`src/mlr_pkg.sv`:
```
package mlr_pkg;

  localparam int unsigned COORD_BITS_DEF = 12;
  localparam int unsigned QUEUE_DEPTH    = 2;

  localparam logic ACT_LOAD = 1'b0;
  localparam logic ACT_STEP = 1'b1;

  // mapping that folds the line into the first quadrant
  typedef enum logic [1:0] {
    MAP_NONE      = 2'd0,
    MAP_MIRROR_X  = 2'd1,
    MAP_ANTI_DIAG = 2'd2,
    MAP_MIRROR_Y  = 2'd3
  } map_e;

endpackage

```
`src/mlr_front.sv`:
```
module mlr_front import mlr_pkg::*; #(
  parameter int unsigned COORD_BITS = COORD_BITS_DEF,
  localparam int unsigned PW        = COORD_BITS + 2,
  localparam int unsigned ENTRY_W   = 3 + 6 * PW
) (
  input  logic                         action_i,
  input  logic signed [COORD_BITS-1:0] start_x_i,
  input  logic signed [COORD_BITS-1:0] start_y_i,
  input  logic signed [COORD_BITS-1:0] end_x_i,
  input  logic signed [COORD_BITS-1:0] end_y_i,
  output logic [ENTRY_W-1:0]           entry_o
);

  logic signed [PW-1:0] x1, y1, x2, y2;
  logic signed [PW-1:0] x1m, y1m, x2m, y2m;
  logic signed [PW-1:0] dx, dy;
  map_e                 map;

  assign x1 = PW'(start_x_i);
  assign y1 = PW'(start_y_i);
  assign x2 = PW'(end_x_i);
  assign y2 = PW'(end_y_i);

  // ordered tests, first match wins
  always_comb begin
    if (x2 <= x1 && y2 >= y1) begin
      map = MAP_MIRROR_X;
    end else if (x2 <= x1 && y2 <= y1) begin
      map = MAP_ANTI_DIAG;
    end else if (x2 >= x1 && y1 >= y2) begin
      map = MAP_MIRROR_Y;
    end else begin
      map = MAP_NONE;
    end
  end

  always_comb begin
    unique case (map)
      MAP_MIRROR_X: begin
        x1m = -x1; y1m = y1; x2m = -x2; y2m = y2;
      end
      MAP_ANTI_DIAG: begin
        x1m = -y1; y1m = -x1; x2m = -y2; y2m = -x2;
      end
      MAP_MIRROR_Y: begin
        x1m = x1; y1m = -y1; x2m = x2; y2m = -y2;
      end
      default: begin
        x1m = x1; y1m = y1; x2m = x2; y2m = y2;
      end
    endcase
  end

  assign dx = x2m - x1m;
  assign dy = y2m - y1m;

  assign entry_o = {action_i, map, x1m, y1m, x2m, y2m, dx, dy};

endmodule

```
`src/mlr_queue.sv`:
```
module mlr_queue import mlr_pkg::*; #(
  parameter int unsigned WIDTH = 8,
  parameter int unsigned DEPTH = QUEUE_DEPTH,
  localparam int unsigned PTR_W = (DEPTH > 1) ? $clog2(DEPTH) : 1,
  localparam int unsigned CNT_W = $clog2(DEPTH + 1)
) (
  input  logic             clk_i,
  input  logic             rst_ni,
  input  logic             push_valid_i,
  output logic             push_ready_o,
  input  logic [WIDTH-1:0] push_data_i,
  output logic             pop_valid_o,
  input  logic             pop_ready_i,
  output logic [WIDTH-1:0] pop_data_o
);

  logic [WIDTH-1:0] slots_q [DEPTH];
  logic [PTR_W-1:0] wr_ptr_q, wr_ptr_d, rd_ptr_q, rd_ptr_d;
  logic [CNT_W-1:0] cnt_q, cnt_d;
  logic             push, pop;

  assign push_ready_o = (cnt_q != CNT_W'(DEPTH));
  assign pop_valid_o  = (cnt_q != '0);
  assign push         = push_valid_i && push_ready_o;
  assign pop          = pop_valid_o && pop_ready_i;
  assign pop_data_o   = slots_q[rd_ptr_q];

  always_comb begin
    wr_ptr_d = wr_ptr_q;
    rd_ptr_d = rd_ptr_q;
    cnt_d    = cnt_q;
    if (push) begin
      wr_ptr_d = (wr_ptr_q == PTR_W'(DEPTH - 1)) ? '0 : wr_ptr_q + PTR_W'(1);
    end
    if (pop) begin
      rd_ptr_d = (rd_ptr_q == PTR_W'(DEPTH - 1)) ? '0 : rd_ptr_q + PTR_W'(1);
    end
    if (push && !pop) begin
      cnt_d = cnt_q + CNT_W'(1);
    end else if (pop && !push) begin
      cnt_d = cnt_q - CNT_W'(1);
    end
  end

  always_ff @(posedge clk_i or negedge rst_ni) begin
    if (!rst_ni) begin
      wr_ptr_q <= '0;
      rd_ptr_q <= '0;
      cnt_q    <= '0;
    end else begin
      wr_ptr_q <= wr_ptr_d;
      rd_ptr_q <= rd_ptr_d;
      cnt_q    <= cnt_d;
    end
  end

  always_ff @(posedge clk_i) begin
    if (push) begin
      slots_q[wr_ptr_q] <= push_data_i;
    end
  end

endmodule

```
`src/mlr_back.sv`:
```
module mlr_back import mlr_pkg::*; #(
  parameter int unsigned COORD_BITS = COORD_BITS_DEF,
  localparam int unsigned PW        = COORD_BITS + 2,
  localparam int unsigned DW        = COORD_BITS + 3,
  localparam int unsigned ENTRY_W   = 3 + 6 * PW
) (
  input  logic                  clk_i,
  input  logic                  rst_ni,
  input  logic                  req_valid_i,
  output logic                  req_ready_o,
  input  logic [ENTRY_W-1:0]    req_entry_i,
  output logic                  out_valid_o,
  input  logic                  out_ready_i,
  output logic                  pixel_valid_o,
  output logic [COORD_BITS-1:0] pixel_x_o,
  output logic [COORD_BITS-1:0] pixel_y_o,
  output logic                  last_pixel_o
);

  logic                 req_action;
  logic [1:0]           req_map_raw;
  map_e                 req_map;
  logic signed [PW-1:0] ld_x1, ld_y1, ld_x2, ld_y2, ld_dx, ld_dy;
  logic                 ld_swap;
  logic signed [PW-1:0] ld_maj, ld_min, ld_end, ld_dmaj, ld_dmin;

  assign {req_action, req_map_raw, ld_x1, ld_y1, ld_x2, ld_y2, ld_dx, ld_dy} = req_entry_i;
  assign req_map = map_e'(req_map_raw);

  // line state
  logic signed [PW-1:0] major_pos_q, minor_pos_q, major_end_q;
  logic signed [PW-1:0] delta_minor_q, delta_diff_q;
  logic signed [DW-1:0] decision_q;
  logic                 axes_swapped_q, line_active_q;
  map_e                 octant_map_q;

  // output register
  logic                  out_valid_q;
  logic                  pix_valid_q, pix_last_q;
  logic [COORD_BITS-1:0] pix_x_q, pix_y_q;

  logic pop;
  assign req_ready_o = !out_valid_q || out_ready_i;
  assign pop         = req_valid_i && req_ready_o;

  // load setup: swap axes when steep, decision = dmin - floor(dmaj/2)
  assign ld_swap = ld_dy > ld_dx;
  assign ld_maj  = ld_swap ? ld_y1 : ld_x1;
  assign ld_min  = ld_swap ? ld_x1 : ld_y1;
  assign ld_end  = ld_swap ? ld_y2 : ld_x2;
  assign ld_dmaj = ld_swap ? ld_dy : ld_dx;
  assign ld_dmin = ld_swap ? ld_dx : ld_dy;

  logic signed [PW-1:0] ld_diff;
  logic signed [DW-1:0] ld_dec;
  assign ld_diff = ld_dmin - ld_dmaj;
  assign ld_dec  = DW'(ld_dmin) - (DW'(ld_dmaj) >>> 1);

  // one midpoint step
  logic signed [PW-1:0] st_maj, st_min, st_px0, st_py0, st_px, st_py;
  logic signed [DW-1:0] st_dec;
  logic                 st_last;

  always_comb begin
    st_maj = major_pos_q + PW'(1);
    st_min = minor_pos_q;
    if (decision_q[DW-1]) begin
      st_dec = decision_q + DW'(delta_minor_q);
    end else begin
      st_dec = decision_q + DW'(delta_diff_q);
      st_min = minor_pos_q + PW'(1);
    end
  end

  assign st_last = st_maj >= major_end_q;
  assign st_px0  = axes_swapped_q ? st_min : st_maj;
  assign st_py0  = axes_swapped_q ? st_maj : st_min;

  always_comb begin
    unique case (octant_map_q)
      MAP_MIRROR_X: begin
        st_px = -st_px0; st_py = st_py0;
      end
      MAP_ANTI_DIAG: begin
        st_px = -st_py0; st_py = -st_px0;
      end
      MAP_MIRROR_Y: begin
        st_px = st_px0; st_py = -st_py0;
      end
      default: begin
        st_px = st_px0; st_py = st_py0;
      end
    endcase
  end

  logic do_step;
  assign do_step = pop && (req_action == ACT_STEP) && line_active_q;

  always_ff @(posedge clk_i or negedge rst_ni) begin
    if (!rst_ni) begin
      major_pos_q    <= '0;
      minor_pos_q    <= '0;
      major_end_q    <= '0;
      delta_minor_q  <= '0;
      delta_diff_q   <= '0;
      decision_q     <= '0;
      axes_swapped_q <= 1'b0;
      octant_map_q   <= MAP_NONE;
      line_active_q  <= 1'b0;
    end else if (pop && (req_action == ACT_LOAD)) begin
      major_pos_q    <= ld_maj;
      minor_pos_q    <= ld_min;
      major_end_q    <= ld_end;
      delta_minor_q  <= ld_dmin;
      delta_diff_q   <= ld_diff;
      decision_q     <= ld_dec;
      axes_swapped_q <= ld_swap;
      octant_map_q   <= req_map;
      line_active_q  <= ld_dmaj > '0;
    end else if (do_step) begin
      major_pos_q   <= st_maj;
      minor_pos_q   <= st_min;
      decision_q    <= st_dec;
      line_active_q <= !st_last;
    end
  end

  always_ff @(posedge clk_i or negedge rst_ni) begin
    if (!rst_ni) begin
      out_valid_q <= 1'b0;
    end else if (pop) begin
      out_valid_q <= 1'b1;
    end else if (out_ready_i) begin
      out_valid_q <= 1'b0;
    end
  end

  always_ff @(posedge clk_i) begin
    if (pop) begin
      pix_valid_q <= do_step;
      pix_last_q  <= do_step && st_last;
      pix_x_q     <= do_step ? st_px[COORD_BITS-1:0] : '0;
      pix_y_q     <= do_step ? st_py[COORD_BITS-1:0] : '0;
    end
  end

  assign out_valid_o   = out_valid_q;
  assign pixel_valid_o = pix_valid_q;
  assign pixel_x_o     = pix_x_q;
  assign pixel_y_o     = pix_y_q;
  assign last_pixel_o  = pix_last_q;

  a_last_is_pixel: assert property (@(posedge clk_i) disable iff (!rst_ni)
    out_valid_q |-> (!pix_last_q || pix_valid_q))
    else $error("last flag on a result without a pixel");

  a_active_in_range: assert property (@(posedge clk_i) disable iff (!rst_ni)
    line_active_q |-> (major_pos_q < major_end_q))
    else $error("active line already at its end");

  a_end_clears_line: assert property (@(posedge clk_i) disable iff (!rst_ni)
    (do_step && st_last) |=> !line_active_q)
    else $error("line still active after its last pixel");

  a_step_needs_line: assert property (@(posedge clk_i) disable iff (!rst_ni)
    (pop && req_action == ACT_STEP && !line_active_q) |=> (out_valid_q && !pix_valid_q))
    else $error("step without a line produced a pixel");

endmodule

```
`src/midpoint_line_rasterizer_unit.sv`:
```
// Midpoint line rasterizer for all octants. A request with tuser = 0 loads a
// line (start and end point) and answers with an empty result; a request with
// tuser = 1 asks for the next pixel and answers with it, tlast marking the end
// point, or with an empty result (tuser low) when no line is pending. The start
// point is never emitted. Every request gives exactly one result. Throughput is
// one request per clock when the result side is not stalled: the classifier
// feeds a two-entry queue and the stepper updates the decision term, both axes
// and the unmapping in the same cycle. A request passes through a queue slot
// and then the output register before its result appears.
module midpoint_line_rasterizer_unit import mlr_pkg::*; #(
  parameter int unsigned COORD_BITS = COORD_BITS_DEF,
  localparam int unsigned IN_W      = ((4 * COORD_BITS + 7) / 8) * 8,
  localparam int unsigned OUT_W     = ((2 * COORD_BITS + 7) / 8) * 8
) (
  input  logic             clk_i,
  input  logic             rst_ni,
  input  logic             s_axis_tvalid,
  output logic             s_axis_tready,
  input  logic [IN_W-1:0]  s_axis_tdata,   // start_x, start_y, end_x, end_y
  input  logic             s_axis_tuser,   // action
  output logic             m_axis_tvalid,
  input  logic             m_axis_tready,
  output logic [OUT_W-1:0] m_axis_tdata,   // pixel_x, pixel_y
  output logic             m_axis_tuser,   // pixel_valid
  output logic             m_axis_tlast
);

  localparam int unsigned PW      = COORD_BITS + 2;
  localparam int unsigned ENTRY_W = 3 + 6 * PW;

  logic [ENTRY_W-1:0]    push_entry, pop_entry;
  logic                  q_valid, q_ready;
  logic [COORD_BITS-1:0] pixel_x, pixel_y;

  mlr_front #(.COORD_BITS(COORD_BITS)) u_front (
    .action_i  (s_axis_tuser),
    .start_x_i ($signed(s_axis_tdata[COORD_BITS-1:0])),
    .start_y_i ($signed(s_axis_tdata[2*COORD_BITS-1:COORD_BITS])),
    .end_x_i   ($signed(s_axis_tdata[3*COORD_BITS-1:2*COORD_BITS])),
    .end_y_i   ($signed(s_axis_tdata[4*COORD_BITS-1:3*COORD_BITS])),
    .entry_o   (push_entry)
  );

  mlr_queue #(.WIDTH(ENTRY_W), .DEPTH(QUEUE_DEPTH)) u_queue (
    .clk_i        (clk_i),
    .rst_ni       (rst_ni),
    .push_valid_i (s_axis_tvalid),
    .push_ready_o (s_axis_tready),
    .push_data_i  (push_entry),
    .pop_valid_o  (q_valid),
    .pop_ready_i  (q_ready),
    .pop_data_o   (pop_entry)
  );

  mlr_back #(.COORD_BITS(COORD_BITS)) u_back (
    .clk_i         (clk_i),
    .rst_ni        (rst_ni),
    .req_valid_i   (q_valid),
    .req_ready_o   (q_ready),
    .req_entry_i   (pop_entry),
    .out_valid_o   (m_axis_tvalid),
    .out_ready_i   (m_axis_tready),
    .pixel_valid_o (m_axis_tuser),
    .pixel_x_o     (pixel_x),
    .pixel_y_o     (pixel_y),
    .last_pixel_o  (m_axis_tlast)
  );

  assign m_axis_tdata = OUT_W'({pixel_y, pixel_x});

endmodule
```
`config.mk`:
```
export PLATFORM = sky130hd
export DESIGN_NAME = midpoint_line_rasterizer_unit
export DESIGN_NICKNAME = d
export VERILOG_FILES = /design/src/mlr_pkg.sv /design/src/mlr_front.sv /design/src/mlr_queue.sv /design/src/mlr_back.sv /design/src/midpoint_line_rasterizer_unit.sv
export SDC_FILE = /design/constraint.sdc
export NUM_CORES = 1
export LEC_CHECK = 0
export ABC_CLOCK_PERIOD_IN_PS = 11500
export BUFFER_PORTS_ARGS = -buffer_cell sky130_fd_sc_hd__buf_2
export CELL_PAD_IN_SITES_DETAIL_PLACEMENT = 1
export CELL_PAD_IN_SITES_GLOBAL_PLACEMENT = 1
export CORE_MARGIN = 2
export CORE_UTILIZATION = 40
export DETAILED_ROUTE_END_ITERATION = 12
export GPL_TIMING_DRIVEN = 0
export PLACE_DENSITY = 0.77
export SYNTH_ARGS = -nofsm -noshare
export SYNTH_HDL_FRONTEND = slang
export SYNTH_HIERARCHICAL = 1
export SYNTH_SLANG_ARGS = --single-unit
```
`constraint.sdc`:
```
create_clock -name clk_i -period 11.5 [get_ports clk_i]
set_input_delay 1.15 -clock clk_i [delete_from_list [all_inputs] [get_ports clk_i]]
set_output_delay 1.15 -clock clk_i [all_outputs]
set_load 0.01 [all_outputs]
```
==> impl_summary.md, run 1 <==
Setup path
STA classifies the critical path endpoint as a flop. The critical path is of the flop to flop type. Tracing the worst setup path back leads to its startpoint at u_queue/rd_ptr_q$_DFFE_PN0P_. The most numerous cell type found on the critical path is buf_2.

Along the worst path, the maximum fanout reaches 10. The slowest library cell on the worst path is a311oi_4. The critical path crosses 23 cells after its start point.

The signal on the critical path passes through buf_6 -> buf_2 -> mux2_2 -> clkbuf_1 -> clkinv_1 -> ha_1 -> and4_1 -> nand4_1 -> o311a_1 -> a311oi_4 -> buf_2 -> buf_2 -> buf_2 -> buf_2 -> mux2i_1 -> ha_1 -> fa_1 -> maj3_1 -> o221ai_2 -> nand4b_1 -> a21oi_1 -> o21ai_1 -> a211o_1. The kind of cell adding the most delay to the critical path is buffers and inverters. The kind of launch point of the worst setup path is a flop. The critical path arrival is ~8.6 ns. The peak per-stage delay on the critical path is between 0.6 and 0.7 ns. The critical path buffer and inverter count is 8. Across all register-to-register paths, the minimum setup slack is between 3 and 4 ns.

The startpoint of the worst-slack reg-to-reg timing path is u_queue/rd_ptr_q$_DFFE_PN0P_. Data on the critical path is required at its endpoint by approximately 12 ns. For the worst flop-to-flop path, the logic depth is 23.

Clock network
The clock network latency to the later pin of the worst-skew pair is 0.60 ns. The number of buffers inserted for hold repair after clock tree synthesis is 0. The number of gates resized after cts is 0. The clock net in this run drives a total of approximately 290 sinks. The H-tree depth is 1. The CTS tree is built. After clock tree synthesis, the setup repair step added 0 buffers. The clock tree root buffer cell is clkbuf_16. The number of buffers created by CTS is 31. The clock-pin slew on the worst setup and hold paths is 0.07 ns. The longest clock path from root to sink contains 3 buffers.

Die
The initial utilization of the core area, before any placement, comes to 0.4063. 81 I/O pins were placed. The vertical extent of the die is around 230 µm. The x dimension of the die is roughly 230 µm. The area of the core is between 0.05 and 0.06 mm². The area of the die is around 0.053 mm².

The total number of placement rows is between 80 and 90.

STA
The hold violation count in the final report came to 0. The final hold slack is roughly 0.48 ns. The clock period could shrink to between 8 and 9 ns. The count of endpoints failing setup in the final report is 0.

Headroom to the max-slew limit came out at 0.2711. For the final routed database, the setup TNS stands at 0 ns. Setup repair after global routing left no endpoint under its margin.

The max-slew violation count is 0. The transition time at the pin with the least slew margin is 1.086 ns. Based on the critical path, the design can be clocked at up to 124.0 MHz. The clock arrives with 0.01838 ns of skew. Dividing the final minimum period by the clock period gives 0.7011.

Yosys
Summing every instance area after synthesis gives just over 0.02 mm². The sequential-to-total area share from yosys stat is 0.4059. The share of synthesized area in the top cell type comes to 0.2934. The async set or reset register ratio after synthesis is 0.3151. The number of enable-type register cells in the synthesized netlist is 200.

The mean cell area of the mapped netlist is 9.415 µm². The number of distinct standard cells referenced by the synthesized netlist is 90. In the synthesized netlist the dominant register cell turns out to be edfxtp_1. Synthesis inferred ~290 register bits.

When the netlist entered floorplanning its net count stood at around 2.3k. The synthesized instance count is 2,174. During synthesis, Yosys emitted a total of 6 warnings. Ranked by total cell area, the synthesized netlist is headed by edfxtp_1 29%, dfrtp_1 11%, ha_1 6.7%, nand2_1 5.0%, xnor2_1 4.7%. edfxtp_1 takes more of the synthesized area than any other cell.

Final layout
The flip-flop and latch area is just over 0.008 mm². The number of nets in the layout is roughly 2.5k. The share of post-route cells with drive strength above 1 is 0.1305.

In the final layout, the multi-input gates occupy around 0.011 mm². The filler cell count in the final layout is around 5.8k. The number of antenna cells inserted is 0. The area growth from synthesis to layout is 11.79%.

Placed design
The weighted congestion at the end of routability-driven global placement is ~0.9. The quantity of I/O buffers inserted on ports is between 70 and 80. The wire-length estimate of the detail-placed layout is roughly 55,000 µm.

Detailed routing
For this block, the via count after detailed routing is roughly 18k. The average wire length per cell after detail routing is ~24 µm. The via-per-instance ratio is 5.865. The first detailed-routing pass took 5 iterations.

The remaining antenna violation count is 0. In the routed design, unresolved DRC markers number 0. The final wirelength is between 70,000 and 80,000 µm. The iteration-0 DRC count of the detailed router is approximately 1.3k.

GRT
The pin count of the biggest net entering global routing is between 60 and 70. The number of antenna violations at the first check in global routing was 0. The via count of the first global-routing pass is 18.32k. In the global route stage, overall resource usage came out at 0.2611. The final global-route overflow total is 0.

The global-route wire length before repair is approximately 110,000 µm.

Hold path
The worst hold path belongs to the class flop to flop. The beginning of the worst hold path is u_back/delta_diff_q[6]$_DFFE_PN0P_. The instance count along the most critical hold path is 2.

Flow run
Across the run, the number of max-cap violations was 0.

Outcome
The flow ran to the end, and the final reports show no timing, DRC or antenna violations.
[Yosys cell counts, types with 17 or more instances]
master and instances:
a21oi_1 150, o21ai_0 72, and3_1 22, nor2_1 190
buf_2 17, nand2b_1 19, nand3_1 42, clkbuf_1 80
nor2b_1 17, mux2_2 85, nor3_1 58, ha_1 109
a22oi_1 18, dfrtp_1 92, or3_1 22, mux2_4 21
xnor2_1 110, a31oi_1 65, nand4_1 20, a211oi_1 17
edfxtp_1 200, xor2_1 53, a21o_1 30, nand2_1 275
mux2i_1 32, inv_1 108
[final timing paths]
| kind | to |
|---|---|
| hold reg to reg | u_back/delta_diff_q[6]$_DFFE_PN0P_ |
| setup / recovery | u_back/decision_q[14]$_DFFE_PN0P_ |
| max in group asynchronous | u_back/major_end_q[9]$_DFFE_PN0P_ |
| setup reg to reg | u_back/decision_q[14]$_DFFE_PN0P_ |
| hold / removal | u_back/delta_diff_q[6]$_DFFE_PN0P_ |
| min in group asynchronous | u_back/decision_q[7]$_DFFE_PN0P_ |
[stage by stage]
step	util	area, µm²	setup slack (ns)	std cells
global route	0.4542	22880	3.159	2987
global placement	0.4307	21700	3.680	2924
detailed placement	0.4336	21840	3.627	2929
finish	0.4542	22880	3.437	2987
CTS	0.4542	22880	3.604	2987
floorplan	-	20470	5.521	2174
[worst reg2reg max path, delay by kind of cell, from the launching register on]
kind	cells	cell delay, ns
AOI/OAI and AO/OA	6	1.90
adders and majority gates	4	1.71
buffers and inverters	8	2.61
DFF	1	0.37
muxes	2	0.46
and+or+nand+nor	3	0.91
[kinds of logic (layout without fill, tap and decap cells)]
logic type | count (synthesis) | count (layout) | share of synthesized area
AND/OR/NAND/NOR | 724 | 724 | 0.1616
AO/OA/AOI/OAI | 505 | 505 | 0.1626
flip-flops | 292 | 292 | 0.4059
buffers and inverters | 230 | 371 | 0.04671
XOR/XNOR | 164 | 164 | 0.07085
multiplexers | 138 | 138 | 0.07782
adder cells (fa/ha/maj) | 121 | 121 | 0.07452
[area by class of cell]
type,instances,share of cell area
multi-input cells,1652,0.4902
repair buffers,83,0.02286
flip-flops and latches,292,0.3631
clock inverters,16,0.007820
inverters,110,0.01805
well taps,672,0.03675
clock buffers,42,0.03746
plain buffers,120,0.02373
[flip-flops by register name (all words and copies together), names as in the netlist, 12 cells and up]
signal,cells
u_back/decision_q,15
u_back/delta_diff_q,14
u_back/delta_minor_q,14
u_back/major_end_q,14
u_back/major_pos_q,14
u_back/minor_pos_q,12
u_back/pixel_x_o,12
u_back/pixel_y_o,12
u_queue/slots_q,174
[layer usage]
layer | wire, µm | part of all wire | GRT usage
met1 | 30390 | 0.43 | 0.3424
met2 | 33210 | 0.47 | 0.4396
met3 | 3460 | 0.049 | 0.02356
met4 | 3243 | 0.046 | 0.1143
met5 | 0 | 0 | 0
[placed cells by master (no fill, tap or decap), drive strengths merged, types with 67 or more instances in the layout]
master,netlist,final
a21oi,150,150
a31oi,67,67
buf,40,123
clkbuf,80,122
dfrtp,92,92
edfxtp,200,200
ha,109,109
inv,108,111
mux2,106,106
nand2,275,275
nor2,191,191
o21ai,80,80
xnor2,110,110
Power of run 1 is not shown: default switching activity piles up to over one toggle a cycle in this logic, so the estimate is an artifact.
==> run 2, diff against run 1 <==
- ABC_CLOCK_PERIOD_IN_PS: 11500 -> 7900
- clock period: 11.5 -> 7.9 ns (I/O delays scaled with it)
==> impl_summary.md, run 2 (synthesis gave the netlist of run 1 again) <==
Outcome
Outcome: finished, final reports clean (unchanged).

Placed design
The weighted congestion at the end of routability-driven global placement is 0.9236 (unchanged). The placed wire-length estimate after detailed placement came to 55,070 µm (unchanged). The quantity of I/O buffers inserted on ports came to 78 (unchanged).

Detailed routing
The average wire length per cell after detail routing is 23.48 µm (was 23.54 µm). The number of iterations in the first detailed-routing pass is 6 (was 5). The count of unresolved DRC violations after routing came to 0 (unchanged). The final wirelength came to 70,190 µm (was 70,300 µm).

The via-per-instance ratio is 5.882 (was 5.865). The remaining antenna violation count came to 0 (unchanged). The iteration-0 DRC count of the detailed router is 1,341 (was 1,297). The via count is 17.58k (was 17.52k).

Hold path
The class of the tightest hold or removal check is input port to async pin (was flop to flop).

Clock network
The number of buffers created by CTS is 31 (unchanged). The largest buffer count on any clock path came to 3 (unchanged). The clock tree root buffer cell is clkbuf_16 (unchanged). The clock-pin slew on the worst setup and hold paths is 0.07 ns (about the same). The number of buffers inserted for hold repair after clock tree synthesis is 0 (unchanged). The total number of clock tree sinks came to 292 (unchanged). The H-tree depth is 1 (unchanged).

The CTS tree is built (unchanged). The clock network latency to the later pin of the worst-skew pair is 0.60 ns (about the same).

Final layout
The layout overhead on the synthesized area is 11.90% (was 11.79%). The share of post-route cells with drive strength above 1 came to 0.1325 (was 0.1305). The number of antenna cells inserted is 0 (unchanged). The number of nets in the layout is 2,458 (was 2,456).

Most used cells in the layout excluding fill and tap cells: 275 x nand2_1, 200 x edfxtp_1, 189 x nor2_1, 150 x a21oi_1, 110 x xnor2_1 (unchanged). The multi-input combinational cell area was 0.01122 mm² (unchanged). The filler cell count in the final layout came to 5,759 (was 5,763). The number of flip-flops in the largest register was 174 (unchanged). The register with the most flip-flops is u_queue/slots_q (unchanged). The most common cell after layout, fill and taps aside is nand2_1 (unchanged). The flip-flop and latch area is 0.008308 mm² (unchanged). Largest registers: u_queue/slots_q x174, u_back/decision_q x15 (unchanged).

GRT
The via count of the first global-routing pass is 18.32k (unchanged). The aggregate global-route resource usage is 0.2611 (unchanged). The pin count of the biggest net entering global routing is 67 (unchanged). The final global-route overflow total is 0 (unchanged). The number of antenna violations at the first check in global routing came to 0 (unchanged). The global-route wire length before repair is 107,700 µm (unchanged).

STA
The transition time at the pin with the least slew margin is 1.071 ns (was 1.086 ns). The maximum operating frequency is 133.1 MHz (was 124.0 MHz). The final worst clock skew came to 0.02160 ns (was 0.01838 ns). The count of endpoints failing setup in the final report is 0 (unchanged).

Unrepaired setup endpoints after global routing: no (unchanged). The final setup TNS is 0 ns (unchanged). The max-slew violation count is 0 (unchanged). The hold violation count in the final report came to 0 (unchanged). The post-layout minimum cycle time was 7.513 ns (was 8.063 ns). The post-route fraction of the period consumed by the critical path was 0.9510 (was 0.7011).

The headroom to the max-slew limit came to 0.2809 (was 0.2711).

Setup path
The kind of launch point of the worst setup path is a flop (unchanged). The critical path arrival is 8.00 ns (was 8.55 ns). The path depth of the worst reg2reg path is 25 (was 23). The category of the critical setup timing path is flop to flop (unchanged). The data required time of the critical path was 8.38 ns (was 11.99 ns).

The maximum fanout encountered on the critical timing path was 10 (unchanged). The critical path endpoint category is a flop (unchanged).

Die
The effective utilization at floorplan came to 0.4063 (unchanged). The x dimension of the die is 230.2 µm (unchanged). The total number of placement rows is 82 (unchanged). The vertical extent of the die is 230.2 µm (unchanged).

The area of the core is 0.05038 mm² (unchanged). The area of the die is 0.05299 mm² (unchanged). The I/O pin total came to 81 (unchanged).

Flow run
The max-cap check violation count is 0 (unchanged).
## run 2: per-stage QoR
stage | area (µm²) | instances | hold WS [ns] | utilization | setup slack, ns
after floorplan | 20470 | 2174 | 0.4348 | - | 1.921
after global placement | 21700 | 2924 | 0.4487 | 0.4307 | 0.07971
after detailed placement | 21840 | 2929 | 0.4644 | 0.4336 | 0.04062
after CTS | 22880 | 2987 | 0.1871 | 0.4542 | 0.003688
after global routing | 22900 | 2989 | 0.2223 | 0.4546 | 0.09773
final | 22900 | 2989 | 0.1868 | 0.4546 | 0.3871
## run 2: per-layer routing
layer  wire (µm)  track usage
met1       30380       0.3424
met2       33080       0.4396
met3        3486      0.02356
met4        3249       0.1143
met5           0            0
## run 2: path summary, 6_finish.rpt
kind / from / end / slack (ns)
worst max-delay path: u_queue/rd_ptr_q$_DFFE_PN0P_ / u_back/decision_q[14]$_DFFE_PN0P_ / 0.39
worst min-delay path: rst_ni / u_back/decision_q[7]$_DFFE_PN0P_ / 0.19
worst max register to register: u_queue/rd_ptr_q$_DFFE_PN0P_ / u_back/decision_q[14]$_DFFE_PN0P_ / 0.39
worst min register to register: u_back/delta_diff_q[6]$_DFFE_PN0P_ / u_back/delta_diff_q[6]$_DFFE_PN0P_ / 0.48
max in group asynchronous: rst_ni / u_back/major_end_q[9]$_DFFE_PN0P_ / 7.00
min in group clk_i: s_axis_tuser / u_queue/slots_q[0][86]$_DFFE_PP_ / 0.42
## run 2: worst max-delay path, cell delays in order, from the launching register on
cell      delay (ns)
dfrtp_1         0.37
buf_6           0.15
buf_2           0.21
mux2_2          0.25
clkbuf_1        0.43
inv_1           0.19
ha_1            0.33
buf_6           0.15
and2_1          0.18
a221o_1         0.35
a211o_1         0.39
a311oi_4        0.30
buf_4           0.22
buf_2           0.29
buf_2           0.31
buf_2           0.34
buf_2           0.33
mux2i_1         0.20
ha_1            0.28
fa_1            0.47
maj3_1          0.41
o221ai_2        0.26
nand4b_1        0.25
a21oi_1         0.31
o21ai_1         0.14
a211o_1         0.27
## run 2: timing repair
item,CTS,global route
hold endpoints to repair,0,0
setup endpoints to repair,0,5
resized for setup,0,1
setup buffers,0,4
## run 2: cell type report
cell class / count / area share
Buffer: 118 / 0.02344
Clock buffer: 42 / 0.03742
Clock inverter: 16 / 0.007812
Inverter: 110 / 0.01803
Multi-Input combinational cell: 1652 / 0.4897
Sequential cell: 292 / 0.3627
Tap cell: 672 / 0.03671
Timing Repair Buffer: 87 / 0.02415
Power of run 2 is left out for the same reason.
